`config.mk`:
```
export PLATFORM = sky130hd
export DESIGN_NAME = ecov_front
export DESIGN_NICKNAME = d
export VERILOG_FILES = /design/src/rtl/core/ecov_pkg.sv /design/src/rtl/core/ecov_front.sv
export SDC_FILE = /design/constraint.sdc
export NUM_CORES = 1
export LEC_CHECK = 0
export BUFFER_PORTS_ARGS = -buffer_cell sky130_fd_sc_hd__buf_2
export CAP_MARGIN = 20
export CORE_AREA = 2 2 121 123
export CTS_CLUSTER_DIAMETER = 50
export CTS_CLUSTER_SIZE = 30
export DETAILED_ROUTE_END_ITERATION = 7
export DIE_AREA = 0 0 123 125
export GPL_TIMING_DRIVEN = 0
export PLACE_DENSITY = 0.87
export REMOVE_ABC_BUFFERS = 1
export SLEW_MARGIN = 20
export SYNTH_ARGS = -nofsm -noshare
export SYNTH_HDL_FRONTEND = slang
export SYNTH_SLANG_ARGS = --single-unit
```
`constraint.sdc`:
```
create_clock -name clk -period 2.1 [get_ports clk]
set_input_delay 0.21 -clock clk [delete_from_list [all_inputs] [get_ports clk]]
set_output_delay 0.21 -clock clk [all_outputs]
set_load 0.1 [all_outputs]
```
`src/rtl/core/ecov_pkg.sv`:
```
`timescale 1ns / 1ps
// ----------------------------------------------------------------------------
// Edge coverage hit map: shared types and constants
// Request and result payloads, queue entry format and register indexes.
// ----------------------------------------------------------------------------
package ecov_pkg;

  localparam int ADDR_W      = 48;
  localparam int READ_IDX_W  = 16;
  localparam int EDGE_W      = 16;
  localparam int CNT_W       = 8;
  // Key field wide enough for the largest supported map (2^20 entries).
  localparam int KEY_W       = 20;
  localparam int CFG_IDX_W   = 2;
  localparam int QUEUE_DEPTH = 2;
  localparam int QPTR_W      = 1;
  localparam int QCNT_W      = 2;

  localparam logic [CFG_IDX_W-1:0] REG_REGION_LOW  = CFG_IDX_W'(0);
  localparam logic [CFG_IDX_W-1:0] REG_REGION_HIGH = CFG_IDX_W'(1);

  typedef enum logic {
    OP_RECORD = 1'b0,
    OP_READ   = 1'b1
  } opcode_t;

  // Work class decided by the front end.
  typedef enum logic [1:0] {
    KIND_MISS      = 2'd0,
    KIND_HIT       = 2'd1,
    KIND_READ      = 2'd2,
    KIND_READ_NONE = 2'd3
  } kind_t;

  typedef struct packed {
    opcode_t                 opcode;
    logic [ADDR_W-1:0]       branch_addr;
    logic [READ_IDX_W-1:0]   read_index;
  } req_t;

  typedef struct packed {
    logic [EDGE_W-1:0] edge_index;
    logic [CNT_W-1:0]  hit_count;
    logic              recorded;
  } rsp_t;

  typedef struct packed {
    kind_t            kind;
    logic [KEY_W-1:0] key;
  } qentry_t;

endpackage

```
`src/rtl/core/ecov_front.sv`:
```
`timescale 1ns / 1ps
// ----------------------------------------------------------------------------
// Edge coverage hit map: front end
// Holds the region registers and classifies each request for the back end.
// ----------------------------------------------------------------------------
module ecov_front
  import ecov_pkg::*;
#(
  parameter int MAP_ENTRIES = 65536
) (
  input  logic                 clk,
  input  logic                 rst,
  input  logic                 cfg_valid,
  input  logic [CFG_IDX_W-1:0] cfg_index,
  input  logic [ADDR_W-1:0]    cfg_data,
  input  req_t                 request,
  output qentry_t              entry
);

  logic [ADDR_W-1:0] region_low;
  logic [ADDR_W-1:0] region_high;
  logic [ADDR_W-1:0] diff;
  logic              in_region;
  logic              in_map;

  always_ff @(posedge clk) begin
    if (rst) begin
      region_low  <= '0;
      region_high <= '0;
    end else if (cfg_valid) begin
      unique case (cfg_index)
        REG_REGION_LOW:  region_low  <= cfg_data;
        REG_REGION_HIGH: region_high <= cfg_data;
        default: ;
      endcase
    end
  end

  // Only the low bits of the difference survive the map-size reduction.
  assign diff      = region_low - request.branch_addr;
  assign in_region = (request.branch_addr > region_low) &&
                     (request.branch_addr < region_high);
  assign in_map    = ((KEY_W + 1)'(request.read_index) < (KEY_W + 1)'(MAP_ENTRIES));

  always_comb begin
    entry = '0;
    if (request.opcode == OP_READ) begin
      entry.kind = in_map ? KIND_READ : KIND_READ_NONE;
      entry.key  = KEY_W'(request.read_index);
    end else if (in_region) begin
      entry.kind = KIND_HIT;
      entry.key  = diff[KEY_W-1:0];
    end else begin
      entry.kind = KIND_MISS;
    end
  end

endmodule

```
==> metrics.cfg <==
[status]
status=finished, violations left
violations=negative setup slack

[timing]
fin_crit_ns=3.16
rsz0062_at_grt=true
fmaxAchievable_ghz=0.317
setup_violations=21
finalSetupTns_ns=-20.42
finClkSkew_ns=0
relSlewSlack=0.527
worst_slack_ns=-1.06
slew_violations=0
finalHoldViolCount=0
worstMarginPinSlew_ns=0.710
finalCritPeriodShare=1.50

[hold_path]
min_path_type=in -> reg
whs_path_depth=3

[synth]
avgSynthCellArea_um2=7.34
synthCells=941
synth_edf_count=0
ys_seq_elements=96
async_flop_share=0
synth_flop_cell=dfxtp_1
yosys_warnings=0
syn_area_um2=6910
synth.distinct_cells=58
seq_area_frac_synth=0.278

[worst_setup_path]
required_ns=1.89
critPathMaxFanout=7
cp-end-kind=output port
start_kind=flip-flop
path_class=reg -> out
reg2reg_depth=2
arrival_ns=2.95
ff2ff_setup_slack_ns=1.39

[route]
viasPerCell=5.42
drc_errors=0
first_iter_violations=388
ant_nets=0
routedWlPerCell_um=15.5
vias=6867
wirelength_um=19700
drt_first_pass_iters=5

[placement]
io_buffers=139
place_ws_ns=-1.41
place_area_um2=7810
dp_hpwl_um=13900
gp_congestion=0.843

[global_route]
grtUsageMet1=0.300
antenna_found_initial=2
grt_pass1_vias=6717
grt_usage=0.259
grt_max_degree=50
grt_overflow=0
grt.met3_usage=0.0511
gr-usage-met2=0.465
grt.busiest_layer=met2
grt_pass1_wl_um=31600

[finish]
final_core_util=0.624
final_area_um2=8870
antennaDiodeCount=0
final_common_cell=nand2_1
fillers=1215
area_delta_synth_final_pct=28.3
final_cell_mix=234 x nand2_1, 136 x a21oi_1, 122 x inv_1
fin_nets=1311
final_layout_size_suffix_gt1_frac=0.247

[floorplan]
core_um2=14200
io_pins=140
fp.dieW_um=123
die_h_um=125
row_count=44
initial_core_util=0.487
dieArea_um2=15400

[cts]
cts.sinks=96
hold_buffers=0
cts_made_buffers=9
clk_pin_slew_ns=0.07
clk_path_buf_depth=2
cts_root_buf=clkbuf_16
cts_tree=yes
clock_latency_ns=0.36
h-tree-depth=3

[flow_run]
cap_violations=0

[pwr]
p_per_area_nw_per_um2=547
totalPowerFinal_uw=4850
peakVddDrop_v=0.000493
power.leakage_uw=0.00358

repair_timing:
action | 4_1_cts | 5_1_grt
setup buffers | 10 | 4
cloned | 1 | 1
pin swaps | 15 | 17
resized for setup | 113 | 28
endpoints found under the setup margin | 21 | 21
flip-flops by register name (all words and copies together) (netlist names):
register,count
region_high,48
region_low,48
worst max-delay path: stages, from the launching register on:
cell      delay, ns
dfxtp_1        0.39
ha_2           0.35
a21o_1         0.23
a211oi_2       0.29
nor3b_4        0.26
a211oi_2       0.11
o31a_1         0.32
o21ai_1        0.13
nor4b_2        0.24
buf_6          0.26
stage by stage:
stage | cells | hold WS, ns
floorplan | 901 | 0.279
global placement | 1224 | 0.442
detailed placement | 1235 | 0.446
CTS | 1262 | 0.0802
global route | 1267 | 0.0896
finish | 1267 | 0.0890
layer usage:
layer / part of all wire / wire length [um]
met1: 0.40 / 7950
met2: 0.51 / 9990
met3: 0.066 / 1300
met4: 0.021 / 422
met5: 0.0014 / 27
cells by family after synthesis:
group	after synthesis	synth area share
AOI/OAI and AO/OA	238	0.205
xor gates and xnor gates	14	0.0177
adders and majority gates	115	0.209
buffers and inverters	165	0.0945
DFF	96	0.278
and+or+nand+nor	313	0.195
cell usage after synthesis (2+ instances only):
library cell	n	share of area
a31oi_1	4	0.0036
o21a_1	4	0.0043
a221oi_1	2	0.0025
xnor2_1	8	0.010
buf_1	3	0.0016
inv_1	125	0.068
nand2_1	234	0.13
a211oi_1	8	0.0087
or3_1	4	0.0036
nor3_1	8	0.0058
and4_1	2	0.0025
a211oi_2	2	0.0036
nand2b_1	4	0.0036
or2_2	2	0.0018
ha_1	114	0.21
nor4_2	2	0.0036
clkbuf_1	31	0.017
xor2_1	6	0.0076
o311ai_0	2	0.0025
o21ai_2	2	0.0025
o21ai_0	22	0.016
and3_1	2	0.0018
a21oi_1	143	0.10
buf_4	3	0.0033
o31ai_1	14	0.015
o31a_1	3	0.0038
a21o_1	15	0.016
nand3_1	8	0.0058
o211ai_1	2	0.0022
nand4_1	17	0.015
buf_6	3	0.0049
nor2_1	18	0.0098
dfxtp_1	96	0.28
nor2b_1	4	0.0036
final cells by class:
| class | count | area, um2 | share of cell area |
|---|---|---|---|
| Clock inverter | 4 | 30.0 | 0.00339 |
| Clock buffer | 12 | 236 | 0.0267 |
| Inverter | 125 | 469 | 0.0529 |
| Tap cell | 184 | 230 | 0.0260 |
| Timing Repair Buffer | 164 | 1130 | 0.127 |
| Sequential cell | 96 | 1930 | 0.218 |
| Multi-Input combinational cell | 682 | 4840 | 0.546 |
report_power, final:
part	internal [uW]	switching (uW)
Combinational	523	854
Clock	809	743
Sequential	1880	35.5
worst paths after layout:
| path | from | end |
|---|---|---|
| hold reg to reg | region_high[43] | region_high[43] |
| hold / removal | cfg_data[29] | region_high[29] |
| setup / recovery | region_low[9] | entry[17] |
| setup reg to reg | region_low[15] | region_low[15] |
(Power assumes the default switching activity.)
