## src/rtl/core/ecov_pkg.sv

```systemverilog
`timescale 1ns / 1ps
// ----------------------------------------------------------------------------
// Edge coverage hit map: shared types and constants
// Request and result payloads, queue entry format and register indexes.
// ----------------------------------------------------------------------------
package ecov_pkg;

  localparam int ADDR_W      = 48;
  localparam int READ_IDX_W  = 16;
  localparam int EDGE_W      = 16;
  localparam int CNT_W       = 8;
  // Key field wide enough for the largest supported map (2^20 entries).
  localparam int KEY_W       = 20;
  localparam int CFG_IDX_W   = 2;
  localparam int QUEUE_DEPTH = 2;
  localparam int QPTR_W      = 1;
  localparam int QCNT_W      = 2;

  localparam logic [CFG_IDX_W-1:0] REG_REGION_LOW  = CFG_IDX_W'(0);
  localparam logic [CFG_IDX_W-1:0] REG_REGION_HIGH = CFG_IDX_W'(1);

  typedef enum logic {
    OP_RECORD = 1'b0,
    OP_READ   = 1'b1
  } opcode_t;

  // Work class decided by the front end.
  typedef enum logic [1:0] {
    KIND_MISS      = 2'd0,
    KIND_HIT       = 2'd1,
    KIND_READ      = 2'd2,
    KIND_READ_NONE = 2'd3
  } kind_t;

  typedef struct packed {
    opcode_t                 opcode;
    logic [ADDR_W-1:0]       branch_addr;
    logic [READ_IDX_W-1:0]   read_index;
  } req_t;

  typedef struct packed {
    logic [EDGE_W-1:0] edge_index;
    logic [CNT_W-1:0]  hit_count;
    logic              recorded;
  } rsp_t;

  typedef struct packed {
    kind_t            kind;
    logic [KEY_W-1:0] key;
  } qentry_t;

endpackage

```

## src/rtl/core/ecov_queue.sv

```systemverilog
`timescale 1ns / 1ps
// ----------------------------------------------------------------------------
// Edge coverage hit map: decoupling queue
// Small FIFO of classified entries between front end and back end.
// ----------------------------------------------------------------------------
module ecov_queue
  import ecov_pkg::*;
(
  input  logic    clk,
  input  logic    rst,
  input  logic    push,
  input  qentry_t push_entry,
  input  logic    pop,
  output qentry_t head,
  output logic    empty,
  output logic    full
);

  qentry_t             slots [QUEUE_DEPTH];
  logic [QPTR_W-1:0]   wr_ptr;
  logic [QPTR_W-1:0]   rd_ptr;
  logic [QCNT_W-1:0]   count;

  assign empty = (count == '0);
  assign full  = (count == QCNT_W'(QUEUE_DEPTH));
  assign head  = slots[rd_ptr];

  always_ff @(posedge clk) begin
    if (rst) begin
      wr_ptr <= '0;
      rd_ptr <= '0;
      count  <= '0;
    end else begin
      if (push) begin
        wr_ptr <= wr_ptr + 1'b1;
      end
      if (pop) begin
        rd_ptr <= rd_ptr + 1'b1;
      end
      if (push && !pop) begin
        count <= count + 1'b1;
      end else if (pop && !push) begin
        count <= count - 1'b1;
      end
    end
  end

  always_ff @(posedge clk) begin
    if (push) begin
      slots[wr_ptr] <= push_entry;
    end
  end

endmodule

```

## config.mk

```make
export PLATFORM = sky130hd
export DESIGN_NAME = ecov_queue
export DESIGN_NICKNAME = d
export VERILOG_FILES = /design/src/rtl/core/ecov_pkg.sv /design/src/rtl/core/ecov_queue.sv
export SDC_FILE = /design/constraint.sdc
export NUM_CORES = 1
export LEC_CHECK = 0
export CAP_MARGIN = 20
export CORE_AREA = 2 2 52 67
export DETAILED_ROUTE_END_ITERATION = 6
export DIE_AREA = 0 0 54 69
export DONT_BUFFER_PORTS = 1
export PLACE_DENSITY = 0.7
export SLEW_MARGIN = 20
export SYNTH_ARGS = -nofsm -noshare
export SYNTH_HDL_FRONTEND = slang
export SYNTH_SLANG_ARGS = --single-unit
```

## constraint.sdc

```tcl
create_clock -name clk -period 2.7 [get_ports clk]
set_input_delay 0.675 -clock clk [delete_from_list [all_inputs] [get_ports clk]]
set_output_delay 0.675 -clock clk [all_outputs]
set_load 0.1 [all_outputs]
```

==> summary.txt <==
Setup path
  • Slowest CP cell: mux2_2
  • CP peak stage delay: between 0.3 and 0.4 ns
  • Arrival time worst endpoint: between 1 and 1.5 ns
  • CP most frequent cell: buf_4
  • Crit path kind: register to primary output
  • Crit. End Element: primary output
  • Worst Path Required: approximately 2.0 ns
  • Critical Path Fanout Max: 14
  • Cells along the critical path: buf_4 > mux2_2 > buf_4
  • Worst R2R Path Depth: 2
  • Startpoint types: register

Power and ir drop
  • Leakage: 0.678 nW
  • Combinational power share: 0.255
  • VDD IR max: ~660 µV
  • Power density over the cells: ~870 nW/µm²
  • Clock Power Share: 0.224
  • Net Switching: around 0.60 mW
  • Pint: 1.13 mW
  • Flop pwr share: 0.521
  • Final Power: 1.72 mW
  • Sw frac: 0.346

Logic synthesis
  • Yosys cell types: 15
  • Synth warn: 0
  • Syn_area_per_cell: between 15 and 20 µm²
  • Seq/Total Area, Yosys: 0.796
  • Post-Syn Area: approximately 1800 µm²
  • Synth Net Count: between 100 and 150
  • Seq cells post-synth: just under 50
  • Syn Inst Count: 90

Clocking
  • TritonCTS clock tree: yes
  • Clk buf depth: 2
  • Setup bufs post-CTS: 0
  • Clock transition at path regs: approximately 0.08 ns
  • Clk sinks: 49
  • Clk Latency, worst-skew pair: 0.29 ns
  • Cts hold-fix bufs: 0
  • H-Tree Level Count: 2
  • # resized after CTS: 0
  • Root buffer cell: clkbuf_8
  • CTS Buf Count: 5

Timing
  • Max-slew headroom: 0.628
  • Hold Vio Cnt, Final: 0
  • Fmax: 0.471 GHz
  • WHS: around 0.44 ns
  • Unrepaired setup endpoints after global routing: false
  • Setup Viol. Count Final: 0
  • Fin crit period: roughly 2.1 ns
  • Setup_tns: 0 ns
  • Tightest Pin Transition: between 0.5 and 0.6 ns
  • Skew final: around 0.007 ns
  • Slew Viols, Final: 0
  • Final period utilization: 0.787

Die
  • DIE HEIGHT: just under 70 µm
  • Die extent in x: between 50 and 60 µm
  • Rows: 23
  • IO Pins: 50
  • Initial Util: 0.575
  • Total die area: roughly 3700 µm²
  • Core ar.: between 3000 and 4000 µm²

Layout
  • Area occupied by multi-input gates: ~360 µm²
  • Nets: roughly 130
  • Layout cell share with drive strength beyond 1: 0.381
  • Register area: 1420 µm²
  • Fin util: 0.636
  • FILL cells: 231
  • Final Cell Area: just under 2000 µm²
  • # diodes: 0
  • Synth-to-layout area growth: 10.6%

Min path
  • Worst hold stages: 1
  • Worst Hold Class: input pin to register

Placement
  • DP Area: between 1500 and 2000 µm²
  • Number of port buffers: 0
  • Routability cong.: a little over 0.7
  • Detail Placement HPWL: ~1900 µm

Run
  • Max Cap Viol: 0

Routing
  • DR pass1 iterations: 4
  • Residual DRC: 0
  • Antenna viol nets, final: 0
  • Initial drt markers: 14
  • Vias per cell: 5.52
  • Via count: 784
  • DR WL/cell: around 18 µm
  • Routed Wire Length: around 2600 µm

Global route
  • Grt total ovfl: 0
  • Largest net degree at the start of global routing: 15
  • Initial antenna violation count: 0
  • First-pass GRT wire length: between 3000 and 4000 µm
  • Vias in the first global route: between 800 and 900
  • GRT Util Overall: 0.151

Status
  • Status: finished clean
## worst paths after layout
kind | from | to | slack (ns)
setup / recovery | register | head[5] | 0.58
hold / removal | rst | count[1] | 0.44
setup reg to reg | wr_ptr | slots[1][8] | 1.25
hold reg to reg | count[1] | count[1] | 0.52
## registers in the layout (all words and copies together) (netlist names), named ones only
signal  cells
count       2
rd_ptr      1
wr_ptr      1
slots      44
## cells in the mapped netlist
library cell,count,share of area
edfxtp_1,44,0.74
mux2_2,22,0.14
dfxtp_1,5,0.056
nor2_1,5,0.011
buf_2,2,0.0056
xnor2_1,2,0.0098
xor2_1,2,0.0098
a21oi_1,1,0.0028
and2_1,1,0.0035
and2b_2,1,0.0049
ha_1,1,0.0070
inv_1,1,0.0021
nor2b_1,1,0.0035
o21ai_0,1,0.0028
or3_1,1,0.0035
## power groups by stage
stage                     Sequential, mW  Combinational (mW)  Clock, mW
after detailed placement           0.915               0.443          0
after CTS                          0.898               0.443      0.398
after floorplan                    0.910               0.401          0
final                              0.898               0.439      0.385
after global placement             0.911               0.440          0
after global routing               0.902               0.451      0.420
## per-layer routing
metal	wire (µm)	share of wire	track usage
met5	0	0	0
met4	55	0.021	0.0750
met3	252	0.097	0.0649
met2	1400	0.54	0.259
met1	896	0.34	0.145
## through the flow
step	setup WS, ns	instances
after floorplan	0.443	90
after detailed placement	0.885	134
final	0.576	142
after global routing	0.517	142
after CTS	0.554	142
after global placement	0.909	134
## critical path: cells and delay by family, from the launching register on
kind     cells  cell delay (ns)
mux          1             0.36
buf+inv      2             0.45
flops        1             0.34
## layout by cell type (no fill, tap or decap)
master and count:
inv_1 1, edfxtp_1 44, a21oi_1 1, xor2_1 2, mux2_2 22, dfxtp_1 5, nor2_1 4, nor2b_2 1
buf_4 9, or3_1 1, clkinv_1 2, o21ai_0 1, ha_1 1, and2b_2 1, nor2_2 1, and2_1 1
clkbuf_8 5, clkinv_2 1, xnor2_1 2
## cell families (layout without fill, tap and decap cells)
| kind of cell | count (synthesis) | after routing | share of synthesized area |
|---|---|---|---|
| flip-flops | 49 | 49 | 0.796 |
| AND/OR/NAND/NOR | 9 | 9 | 0.0259 |
| buffers and inverters | 3 | 18 | 0.00770 |
| multiplexers | 22 | 22 | 0.139 |
| AO/OA/AOI/OAI | 2 | 2 | 0.00560 |
| adder cells (fa/ha/maj) | 1 | 1 | 0.00700 |
| XOR/XNOR | 4 | 4 | 0.0196 |
## area by class of cell
type,count,share of cell area
Clock buffer,5,0.0348
Clock inverter,3,0.00633
Tap cell,37,0.0234
Timing Repair Buffer,9,0.0342
Multi-Input combinational cell,38,0.180
Inverter,1,0.00190
Sequential cell,49,0.719
(Power assumes the default switching activity.)
